## src/hdl/fsd_pkg.sv

```systemverilog
// ----------------------------------------------------------------------------
// fsd_pkg
// shared types and constants of the fifo slot dispatcher
// ----------------------------------------------------------------------------
package fsd_pkg;

    localparam int SLOT_COUNT  = 8;
    localparam int QUEUE_DEPTH = 64;

    localparam int SLOT_CNT_W = $clog2(SLOT_COUNT + 1);
    localparam int SLOT_IDX_W = (SLOT_COUNT > 1) ? $clog2(SLOT_COUNT) : 1;
    localparam int QPTR_W     = $clog2(QUEUE_DEPTH);
    localparam int QCNT_W     = $clog2(QUEUE_DEPTH + 1);

    localparam int JOB_W  = 16;
    localparam int DUR_W  = 24;
    localparam int TICK_W = 32;
    localparam int QENT_W = JOB_W + DUR_W + TICK_W;

    localparam logic [DUR_W-1:0] ELAPSED_MAX   = '1;
    localparam logic [JOB_W-1:0] COMPLETED_MAX = '1;

    typedef enum logic [1:0] {
        KIND_START    = 2'd0,
        KIND_COMPLETE = 2'd1,
        KIND_SUMMARY  = 2'd2,
        KIND_OVERFLOW = 2'd3
    } kind_t;

    localparam logic CMD_ARRIVAL = 1'b0;
    localparam logic CMD_TICK    = 1'b1;

    localparam logic CFG_SLOTS_IN_USE = 1'b0;
    localparam logic CFG_JOB_LIMIT    = 1'b1;

    typedef enum logic [2:0] {
        ST_IDLE,
        ST_OVF,
        ST_DISP,
        ST_DLOAD,
        ST_ADV,
        ST_SUM
    } state_t;

    typedef struct packed {
        logic accept;
        logic arr_write;
        logic ovf_emit;
        logic idx_clr;
        logic idx_inc;
        logic disp_load;
        logic snap_busy;
        logic adv_step;
        logic sum_emit;
    } dp_cmd_t;

    typedef struct packed {
        logic run_done;
        logic q_full;
        logic disp_end;
        logic disp_take;
        logic adv_end;
        logic adv_emit;
        logic out_free;
    } dp_status_t;

endpackage

```

## src/hdl/fsd_ctrl.sv

```systemverilog
// ----------------------------------------------------------------------------
// fsd_ctrl
// sequencer that walks the slots for dispatch and advance on every tick
// ----------------------------------------------------------------------------
module fsd_ctrl
    import fsd_pkg::*;
(
    input  logic       aclk,
    input  logic       aresetn,
    input  logic       s_valid,
    output logic       s_ready,
    input  logic       s_cmd,
    input  dp_status_t status,
    output dp_cmd_t    cmd
);

    state_t state_reg, state_next;

    always_ff @(posedge aclk) begin
        if (!aresetn) begin
            state_reg <= ST_IDLE;
        end else begin
            state_reg <= state_next;
        end
    end

    always_comb begin
        state_next = state_reg;
        cmd        = '0;
        s_ready    = 1'b0;
        unique case (state_reg)
            ST_IDLE: begin
                s_ready = 1'b1;
                if (s_valid) begin
                    cmd.accept = 1'b1;
                    if (!status.run_done) begin
                        if (s_cmd == CMD_ARRIVAL) begin
                            if (status.q_full) begin
                                state_next = ST_OVF;
                            end else begin
                                cmd.arr_write = 1'b1;
                            end
                        end else begin
                            cmd.idx_clr = 1'b1;
                            state_next  = ST_DISP;
                        end
                    end
                end
            end
            ST_OVF: begin
                if (status.out_free) begin
                    cmd.ovf_emit = 1'b1;
                    state_next   = ST_IDLE;
                end
            end
            ST_DISP: begin
                if (status.disp_end) begin
                    cmd.idx_clr   = 1'b1;
                    cmd.snap_busy = 1'b1;
                    state_next    = ST_ADV;
                end else if (status.disp_take) begin
                    state_next = ST_DLOAD;
                end else begin
                    cmd.idx_inc = 1'b1;
                end
            end
            ST_DLOAD: begin
                if (status.out_free) begin
                    cmd.disp_load = 1'b1;
                    cmd.idx_inc   = 1'b1;
                    state_next    = ST_DISP;
                end
            end
            ST_ADV: begin
                if (status.run_done || status.adv_end) begin
                    state_next = ST_SUM;
                end else if (!status.adv_emit || status.out_free) begin
                    cmd.adv_step = 1'b1;
                    cmd.idx_inc  = 1'b1;
                end
            end
            ST_SUM: begin
                if (status.out_free) begin
                    cmd.sum_emit = 1'b1;
                    state_next   = ST_IDLE;
                end
            end
            default: state_next = ST_IDLE;
        endcase
    end

endmodule

```

## config.mk

```make
export PLATFORM = sky130hd
export DESIGN_NAME = fsd_ctrl
export DESIGN_NICKNAME = d
export VERILOG_FILES = /design/src/hdl/fsd_pkg.sv /design/src/hdl/fsd_ctrl.sv
export SDC_FILE = /design/constraint.sdc
export NUM_CORES = 1
export LEC_CHECK = 0
export BUFFER_PORTS_ARGS = -buffer_cell sky130_fd_sc_hd__buf_4
export CAP_MARGIN = 20
export CORE_AREA = 10 10 47 49
export CTS_BUF_LIST = sky130_fd_sc_hd__clkbuf_16
export CTS_CLUSTER_DIAMETER = 40
export DETAILED_ROUTE_END_ITERATION = 7
export DIE_AREA = 0 0 57 59
export HOLD_SLACK_MARGIN = 0.03
export PLACE_DENSITY = 0.59
export SYNTH_ARGS = -nofsm -noshare
export SYNTH_HDL_FRONTEND = slang
export SYNTH_SLANG_ARGS = --single-unit
```

## constraint.sdc

```tcl
create_clock -name aclk -period 1.8 [get_ports aclk]
set_input_delay 0.18 -clock aclk [delete_from_list [all_inputs] [get_ports aclk]]
set_output_delay 0.18 -clock aclk [all_outputs]
set_load 0.01 [all_outputs]
```

# ---- Word level (Yosys, flattened, before mapping)
# Cells that the tools add are included.
dict set report op_classes {
  n_eq_ne 12
  mux 33
  n_reduce_logical 6
}
# op count
set ops {}
lappend ops {{3-bit 2-to-1 mux} 9}
lappend ops {{1-bit 2-to-1 mux} 18}
lappend ops {{3-bit one-hot mux with 5 select lines} 1}
lappend ops {{2-bit != test (second input constant)} 4}
lappend ops {{7-bit AND reduction} 1}
lappend ops {{3-bit by 2-bit == test with 1-bit output (second input constant)} 2}
lappend ops {{3-bit == test (second input constant)} 2}
lappend ops {{2-bit 2-to-1 mux} 3}
lappend ops {{3-bit != test (second input constant)} 2}
lappend ops {{3-bit by 1-bit == test with 1-bit output (second input constant)} 1}
lappend ops {{3-bit zero test} 1}
lappend ops {{1-bit one-hot mux with 3 select lines} 1}
lappend ops {{1-bit logical OR} 2}
lappend ops {{2-bit by 1-bit != test with 1-bit output (second input constant)} 1}
lappend ops {{1-bit one-hot mux with 2 select lines} 1}
lappend ops {{2-bit OR reduction} 1}
lappend ops {{1-bit zero test} 1}
dict set report totals {
  ff_bits 3
  input_bits 11
}

# ---- Longest topological paths before layout
# Gate-level depths: netlist of run 1.
dict set report logic_depth {
  depth_word 5
  depth_mapped 5
  mapped_depth_nobuf 4
}

# ---- Worst setup path before layout of run 1
# No wires, ideal clock.
dict set report synth_timing {
  path_kind {reg-to-output}
  from {register state_reg[1]}
  to {output cmd[4] in the netlist's numbering}
  arrival_ps 1176
  required_time_ps 1620
  slack_ps 444
  path_stages_with_launch 6
  cell_sequence {dfxtp_1 -> buf_4 -> nand2b_4 -> nor4_4 -> a21boi_2 -> o21bai_1}
}
# item line
set synth_lines {}
lappend synth_lines {{from (decl)} fsd_ctrl.sv:17} ;# state_t state_reg, state_next;
lappend synth_lines {{from (signal assigned)} fsd_ctrl.sv:23} ;# state_reg <= state_next;
lappend synth_lines {{to (decl)} fsd_ctrl.sv:14} ;# output dp_cmd_t cmd

==> flow_metrics.py, run 1 <==
metrics = {
    "routing": {
        "top_layer": "met4",
        "drt_first_iter_violations": 13,
        "viasPerCell": 5.00,
        "routed-wl-met2_microns": 555,
        "num_vias": 405,
        "drt-total-wl_microns": 1210,
        "routedWlPerCell_microns": 14.9,
        "post-route-drc-count": 0,
        "routedLengthMet1_microns": 470,
        "postRouteAntennaNets": 0,
        "met3_length_microns": 146,
        "first_pass_iters": 4,
    },
    "timing": {
        "min_period_ns": 1.67,
        "fmax_mhz": 599,
        "setup_viol": 0,
        "hold_ws_ns": 0.198,
        "slew_viol_final": 0,
        "final.period_utilization_pct": 92.7,
        "hold_violations": 0,
        "fin_tns_setup_ns": 0,
        "slew_headroom_pct": 70.8,
        "worst_slew_pin_slew_ns": 0.438,
        "skew_ns": 0.000453,
        "setup_slack_ns": 0.131,
        "rsz0062_at_grt": "no",
    },
    "grt": {
        "grt_pass1_wl_microns": 1990,
        "grt_pass1_vias": 443,
        "gr-total-overflow": 0,
        "antenna_found_initial": 0,
        "grt_start_max_net_pins": 12,
        "track_usage_pct": 7.66,
    },
    "clocking": {
        "cts_resized": 0,
        "cts_sinks": 3,
        "cts_tree": "done",
        "cts_hold_buf": 0,
        "root_buffer": "clkbuf_16",
        "htreeDepth": 1,
        "post_cts_buffers": 0,
        "clk_latency_ns": 0.22,
        "cts_buffers": 3,
        "clock_path_buffers": 2,
        "path_clk_slew_ns": 0.03,
    },
    "synth": {
        "synth_cells": 43,
        "yosys.cell_count.top_type": "nor2_1",
        "synth_common_cells": "nor2_1, dfxtp_1",
        "synth_cell_types": 32,
        "syn_area_per_cell_sq_um": 8.38,
        "yosysWarnings": 0,
        "syn-num-nets": 54,
        "yosysSeqAreaShare_pct": 16.7,
        "synth_top_area_share_pct": 16.7,
        "ys_ff_latch": 3,
        "synth_async_sr_flop_share_pct": 0,
        "ys.flop_type": "dfxtp_1",
        "syn_area_sq_um": 360,
        "yosys.area.top_type": "dfxtp_1",
        "synth_edf_count": 0,
        "synth.area.top_cells": "dfxtp_1, nor4_4, nor3_2",
    },
    "final_layout": {
        "antennaDiodeCount": 0,
        "nFillCells": 153,
        "layout-drive-gt1-share_pct": 50.8,
        "area_growth_pct": 64.2,
        "multiInputGateArea_sq_um": 274,
        "largest_register_ffs": 3,
        "layout.nets": 77,
        "instances_no_fill": 81,
        "seq_area_sq_um": 61.3,
        "stdcell_area_sq_um": 592,
    },
    "setup_path": {
        "slowest_delay_ns": 0.43,
        "worstSetupStartpointType": "flip-flop",
        "slowest_stage": "dfxtp_1",
        "worstRegToRegCells": 4,
        "cp_max_fo": 11,
        "worst_setup_path_end_kind": "primary output",
        "path_class": "reg -> out",
        "arrival_ns": 1.49,
        "path_buf_inv": 1,
        "cp_num_cells": 4,
        "cp_top_family": "flip-flops",
        "crit_chain": "nor4_4, a21boi_2, o21bai_1, buf_4",
        "crit_required_ns": 1.62,
    },
    "floorplanning": {
        "ios": 21,
        "die-area_sq_um": 3360,
        "initial_core_util_pct": 25.7,
        "rows": 14,
        "coreArea_sq_um": 1400,
        "die_x_microns": 57,
        "die_h_microns": 59,
    },
    "power_and_ir_drop": {
        "power.density_nw_per_um2": 1680,
        "ir_drop_mv": 0.809,
        "power_leakage_uw": 0.000270,
    },
    "placed_design": {
        "port-buffer-count": 20,
        "post-place-ws_ns": 0.279,
        "place_inst": 77,
        "gp_congestion": 0.818,
        "place_area_sq_um": 512,
        "post-dp-hpwl_microns": 945,
    },
    "min_path": {
        "min_path_type": "in -> reg",
        "holdPathStages": 2,
    },
    "run": {
        "drv_cap": 0,
    },
    "run_status": {
        "status": "finished clean",
    },
}
[layout make-up]
class	count	area share, %
clock buffers	3	12.7
repair buffers	20	25.4
clock inverters	1	0.634
flip-flops and latches	3	10.4
inverters	2	1.27
well taps	16	3.38
multi-input cells	36	46.3
[cells by family (layout without fill, tap and decap cells)]
family,Yosys count,count (layout),share of synthesized area (%)
mux,1,1,2.78
flops,3,3,16.7
simple gates,23,23,45.8
buf+inv,4,26,7.29
compound gates,12,12,27.4
[power breakdown]
part	switching [uW]	internal [uW]	leakage, uW	total, uW
registers	85.0	97.6	0.0000249	183
logic	199	261	0.000202	460
clock network	63.1	287	0.0000423	350
[cell usage in the layout, fill, tap and decap left out, types with 2 or more instances in the layout]
master	n
buf_4	20
nor2_1	5
inv_1	3
clkbuf_16	3
nor3_2	2
nand2_1	2
a21oi_1	2
o21a_1	2
dfxtp_1	2
[routing by layer]
metal	up-vias	global-route usage, %
met2	20	10.9
met3	4	4.51
met5	-	0
met1	177	8.10
li1	204	-
met4	0	6.04
[final timing paths]
check / from / to / slack [ns]
setup / recovery: state_reg[0] / cmd[4] / 0.13
hold / removal: aresetn / state_reg[2] / 0.20
setup reg to reg: state_reg[0] / state_reg[1] / 0.33
hold reg to reg: state_reg[1] / state_reg[1] / 0.54
[through the flow]
stage                     util (%)  power, uW
after global placement        36.5        644
after detailed placement      36.5        648
final                         42.2        993
after global routing          42.2       1070
after floorplan                  -        504
after CTS                     42.1       1010
Note: power is estimated with default switching activity, not from simulation.
==> run 2: changes to the inputs <==
--- a/config.mk
+++ b/config.mk
@@ -13,7 +13,7 @@
 export DETAILED_ROUTE_END_ITERATION = 7
 export DIE_AREA = 0 0 57 59
 export HOLD_SLACK_MARGIN = 0.03
-export PLACE_DENSITY = 0.59
+export PLACE_DENSITY = 0.55
 export SYNTH_ARGS = -nofsm -noshare
 export SYNTH_HDL_FRONTEND = slang
 export SYNTH_SLANG_ARGS = --single-unit
==> flow_metrics.py, run 2 (same netlist as run 1, synthesis figures left out) <==
metrics = {
    "run_status": {
        "status": "finished clean",
    },
    "final_layout": {
        "final_cell_mix": "buf_4, nor2_1, inv_1, clkbuf_16",
        "antennaDiodeCount": 0,
        "layout-drive-gt1-share_pct": 51.5,
        "seq_area_sq_um": 61.3,
        "fin_util_pct": 42.8,
        "layout_commonest_cell": "buf_4",
        "multiInputGateArea_sq_um": 274,
        "area_growth_pct": 66.3,
        "layout.nets": 78,
        "instances_no_fill": 82,
        "nFillCells": 142,
        "largest_register_ffs": 3,
    },
    "routing": {
        "drt-total-wl_microns": 1160,
        "num_vias": 403,
        "postRouteAntennaNets": 0,
        "viasPerCell": 4.91,
        "routedWlPerCell_microns": 14.2,
        "first_pass_iters": 2,
        "drt_first_iter_violations": 5,
        "post-route-drc-count": 0,
    },
    "power_and_ir_drop": {
        "power_leakage_uw": 0.000275,
        "p_seq_share_pct": 16.3,
        "p_switching_uw": 355,
        "power_frac_clock_pct": 34.2,
        "p_comb_share_pct": 49.5,
        "ir_drop_mv": 0.718,
        "power.density_nw_per_um2": 1690,
        "netSwitchingFraction_pct": 35.1,
        "power.internal_uw": 658,
    },
    "timing": {
        "final.period_utilization_pct": 93.1,
        "setup_viol": 0,
        "min_period_ns": 1.67,
        "hold_violations": 0,
        "fmax_mhz": 597,
        "skew_ns": 0.000689,
        "slew_headroom_pct": 70.9,
        "fin_tns_setup_ns": 0,
        "rsz0062_at_grt": "no",
        "slew_viol_final": 0,
        "worst_slew_pin_slew_ns": 0.436,
    },
    "min_path": {
        "min_path_type": "in -> reg",
    },
    "floorplanning": {
        "die_x_microns": 57,
        "die-area_sq_um": 3360,
        "coreArea_sq_um": 1400,
        "ios": 21,
        "die_h_microns": 59,
        "initial_core_util_pct": 25.7,
        "rows": 14,
    },
    "placed_design": {
        "gp_congestion": 0.778,
        "port-buffer-count": 20,
        "place_inst": 78,
        "post-dp-hpwl_microns": 937,
    },
    "grt": {
        "gr-total-overflow": 0,
        "grt_pass1_vias": 434,
        "grt_start_max_net_pins": 12,
        "antenna_found_initial": 0,
        "track_usage_pct": 7.48,
        "grt_pass1_wl_microns": 1970,
    },
    "setup_path": {
        "crit_start": "state_reg[0]",
        "r2r_end": "state_reg[1]",
        "crit_required_ns": 1.62,
        "worst_setup_path_end_kind": "primary output",
        "r2r_start": "state_reg[0]",
        "path_class": "reg -> out",
        "worstSetupStartpointType": "flip-flop",
        "endpoint": "cmd[4]",
        "arrival_ns": 1.49,
        "cp_max_fo": 11,
        "reg2reg_setup_slack_ns": 0.34,
        "worstRegToRegCells": 4,
    },
    "run": {
        "drv_cap": 0,
    },
    "clocking": {
        "clock_path_buffers": 2,
        "clk_latency_ns": 0.22,
        "cts_buffers": 3,
        "cts_hold_buf": 0,
        "cts_sinks": 3,
        "htreeDepth": 1,
        "root_buffer": "clkbuf_16",
        "cts_tree": "done",
        "path_clk_slew_ns": 0.03,
    },
}
## run 2: final cells by class
type | count | share of cell area [%]
Timing Repair Buffer | 21 | 26.3
Clock buffer | 3 | 12.5
Tap cell | 16 | 3.34
Clock inverter | 1 | 0.626
Multi-Input combinational cell | 36 | 45.7
Sequential cell | 3 | 10.2
Inverter | 2 | 1.25
## run 2: stage by stage
stage	power (uW)	setup WS, ns	hold slack, ns	cell area (sq um)
finish	1010	0.125	0.201	599
global route	1090	0.0134	0.204	599
CTS	1020	0.0796	0.198	598
detailed placement	667	0.321	0.426	519
global placement	671	0.342	0.427	519
floorplan	504	0.444	0.298	360
## run 2: worst min path at each step
stage | startpoint | to | slack (ns) | depth (start not counted)
after CTS | aresetn | state_reg[2] | 0.20 | 2
after global placement | aresetn | state_reg[2] | 0.43 | 2
final | aresetn | state_reg[2] | 0.20 | 2
after detailed placement | aresetn | state_reg[2] | 0.43 | 2
after floorplan | aresetn | state_reg[2] | 0.30 | 1
after global routing | aresetn | state_reg[2] | 0.20 | 2
## run 2: timing repair
item                       in CTS  in global routing
setup buffers                   0                  0
setup endpoints to repair       0                  1
hold endpoints to repair        0                  0
gates resized for setup         0                  1
## run 2: metal layers
layer	up-vias	part of all wire, %	track usage (%)
li1	204	-	-
met2	20	43	10.4
met4	0	2.0	6.04
met1	177	45	8.08
met3	2	11	4.29
met5	-	0	0
## run 2: power groups by stage
stage / clock (uW) / sequential, uW / combinational (uW)
after CTS: 352 / 163 / 509
after global placement: 0 / 163 / 508
after floorplan: 0 / 116 / 388
final: 347 / 165 / 501
after global routing: 361 / 173 / 553
after detailed placement: 0 / 163 / 504
## run 2: worst max-delay path: stages (launching register included)
cell and delay [ns]:
dfxtp_1 0.43, nor4_4 0.36, a21boi_2 0.22, o21bai_1 0.12, buf_4 0.14
==> run 3: changes to the inputs <==
--- a/config.mk
+++ b/config.mk
@@ -7,11 +7,11 @@
 export LEC_CHECK = 0
 export BUFFER_PORTS_ARGS = -buffer_cell sky130_fd_sc_hd__buf_4
 export CAP_MARGIN = 20
-export CORE_AREA = 10 10 47 49
-export CTS_BUF_LIST = sky130_fd_sc_hd__clkbuf_16
+export CORE_AREA = 2 2 39 41
+export CTS_BUF_LIST = sky130_fd_sc_hd__clkbuf_4
 export CTS_CLUSTER_DIAMETER = 40
 export DETAILED_ROUTE_END_ITERATION = 7
-export DIE_AREA = 0 0 57 59
+export DIE_AREA = 0 0 41 43
 export HOLD_SLACK_MARGIN = 0.03
 export PLACE_DENSITY = 0.55
 export SYNTH_ARGS = -nofsm -noshare
==> flow_metrics.py, run 3 (same netlist as run 1, synthesis figures left out) <==
metrics = {
    "run_status": {
        "status": "finished clean",
    },
    "routing": {
        "first_pass_iters": 4,
        "routed-wl-met2_microns": 432,
        "routedWlPerCell_microns": 11.7,
        "drt_first_iter_violations": 2,
        "viasPerCell": 4.78,
        "routedLengthMet1_microns": 445,
        "drt-total-wl_microns": 948,
        "num_vias": 387,
        "top_layer": "met3",
        "postRouteAntennaNets": 0,
        "met3_length_microns": 70,
        "post-route-drc-count": 0,
    },
    "final_layout": {
        "nFillCells": 148,
        "final_cell_mix": "buf_4, nor2_1, clkbuf_4",
        "antennaDiodeCount": 0,
        "fin_util_pct": 39.3,
        "layout_commonest_cell": "buf_4",
        "layout.nets": 77,
        "largest_register_ffs": 3,
        "layout-drive-gt1-share_pct": 53.8,
        "stdcell_area_sq_um": 544,
        "area_growth_pct": 51.0,
    },
    "placed_design": {
        "gp_congestion": 0.782,
        "port-buffer-count": 20,
        "place_area_sq_um": 512,
        "post-dp-hpwl_microns": 691,
    },
    "clocking": {
        "cts_tree": "done",
        "htreeDepth": 1,
        "path_clk_slew_ns": 0.04,
        "cts_resized": 0,
        "post_cts_buffers": 0,
        "clock_path_buffers": 2,
        "root_buffer": "clkbuf_4",
        "cts_hold_buf": 0,
        "clk_latency_ns": 0.24,
        "cts_sinks": 3,
        "cts_buffers": 3,
    },
    "power_and_ir_drop": {
        "power_leakage_uw": 0.000246,
        "power_uw": 776,
        "ir_drop_mv": 0.412,
        "power.density_nw_per_um2": 1430,
    },
    "setup_path": {
        "worstRegToRegCells": 4,
        "slowest_delay_ns": 0.44,
        "arrival_ns": 1.49,
        "reg2reg_setup_slack_ns": 0.32,
        "r2r_end": "state_reg[1]",
        "slowest_stage": "dfxtp_2",
        "worst_setup_path_end_kind": "primary output",
        "worstSetupStartpointType": "flip-flop",
        "cp_max_fo": 11,
        "crit_chain": "or2b_4, nor2_1, a31o_2, buf_4",
        "path_class": "reg -> out",
        "r2r_start": "state_reg[0]",
        "crit_required_ns": 1.62,
    },
    "floorplanning": {
        "rows": 14,
        "initial_core_util_pct": 26.0,
        "die_x_microns": 41,
        "die-area_sq_um": 1760,
        "die_h_microns": 43,
        "ios": 21,
        "coreArea_sq_um": 1380,
    },
    "timing": {
        "rsz0062_at_grt": "no",
        "final.period_utilization_pct": 93.0,
        "fin_tns_setup_ns": 0,
        "slew_viol_final": 0,
        "setup_viol": 0,
        "skew_ns": 0.00596,
        "hold_violations": 0,
        "fmax_mhz": 597,
        "min_period_ns": 1.67,
        "slew_headroom_pct": 70.2,
        "worst_slew_pin_slew_ns": 0.446,
    },
    "grt": {
        "gr-total-overflow": 0,
        "grt_start_max_net_pins": 12,
        "antenna_found_initial": 0,
        "grt_pass1_vias": 339,
        "grt_pass1_wl_microns": 1390,
        "track_usage_pct": 11.1,
    },
    "min_path": {
        "min_to": "state_reg[2]",
        "min_path_type": "in -> reg",
        "holdPathStages": 2,
        "hp-start": "aresetn",
    },
    "run": {
        "drv_cap": 0,
    },
}
## run 3: changes by cell type in the layout (fill, tap and decap cells not counted)
cell       previous run  this run
buf_4                21        20
clkbuf_16             3         0
clkbuf_4              0         4
dfxtp_1               2         1
dfxtp_2               1         2
inv_1                 3         2
## run 3: per-layer routing
metal / up-vias / GRT usage, %
li1: 204 / -
met1: 168 / 15.3
met2: 15 / 15.9
met3: 0 / 1.57
met4: 0 / 6.00
met5: - / 0
## run 3: where the power goes
| group | internal, uW | switching (uW) |
|---|---|---|
| Combinational | 261 | 192 |
| Clock | 98.4 | 39.0 |
| Sequential | 98.7 | 87.3 |
| Total | 458 | 318 |
## run 3: area by class of cell
cell class	count	area (sq um)	area share, %
timing repair buffer	20	150	27.6
tap	16	20.0	3.68
multi-input combinational	36	274	50.3
sequential	3	62.6	11.5
clock buffer	4	30.0	5.52
inverter	2	7.51	1.38
## run 3: worst max path at each step
| stage | cells after the start | from | to |
|---|---|---|---|
| 6_report | 4 | state_reg[1] | cmd[5] |
| 5_1_grt | 4 | state_reg[0] | cmd[4] |
| 4_1_cts | 4 | state_reg[1] | cmd[5] |
| 3_5_place_dp | 4 | state_reg[1] | cmd[5] |
| 3_3_place_gp | 4 | state_reg[1] | cmd[5] |
| 2_1_floorplan | 5 | state_reg[1] | cmd[4] |
## run 3: worst max-delay path, delay by kind of cell (launching register included)
family | cells | cell delay, ns
AND/OR/NAND/NOR | 2 | 0.57
AO/OA/AOI/OAI | 1 | 0.15
buffers and inverters | 1 | 0.11
flip-flops | 1 | 0.44
## run 3: stage by stage
stage	worst slack, ns	hold WS, ns	std cells
2_1_floorplan	0.444	0.298	43
3_3_place_gp	0.285	0.426	77
3_5_place_dp	0.291	0.423	77
4_1_cts	0.0359	0.188	81
5_1_grt	0.0186	0.212	81
6_report	0.125	0.213	81
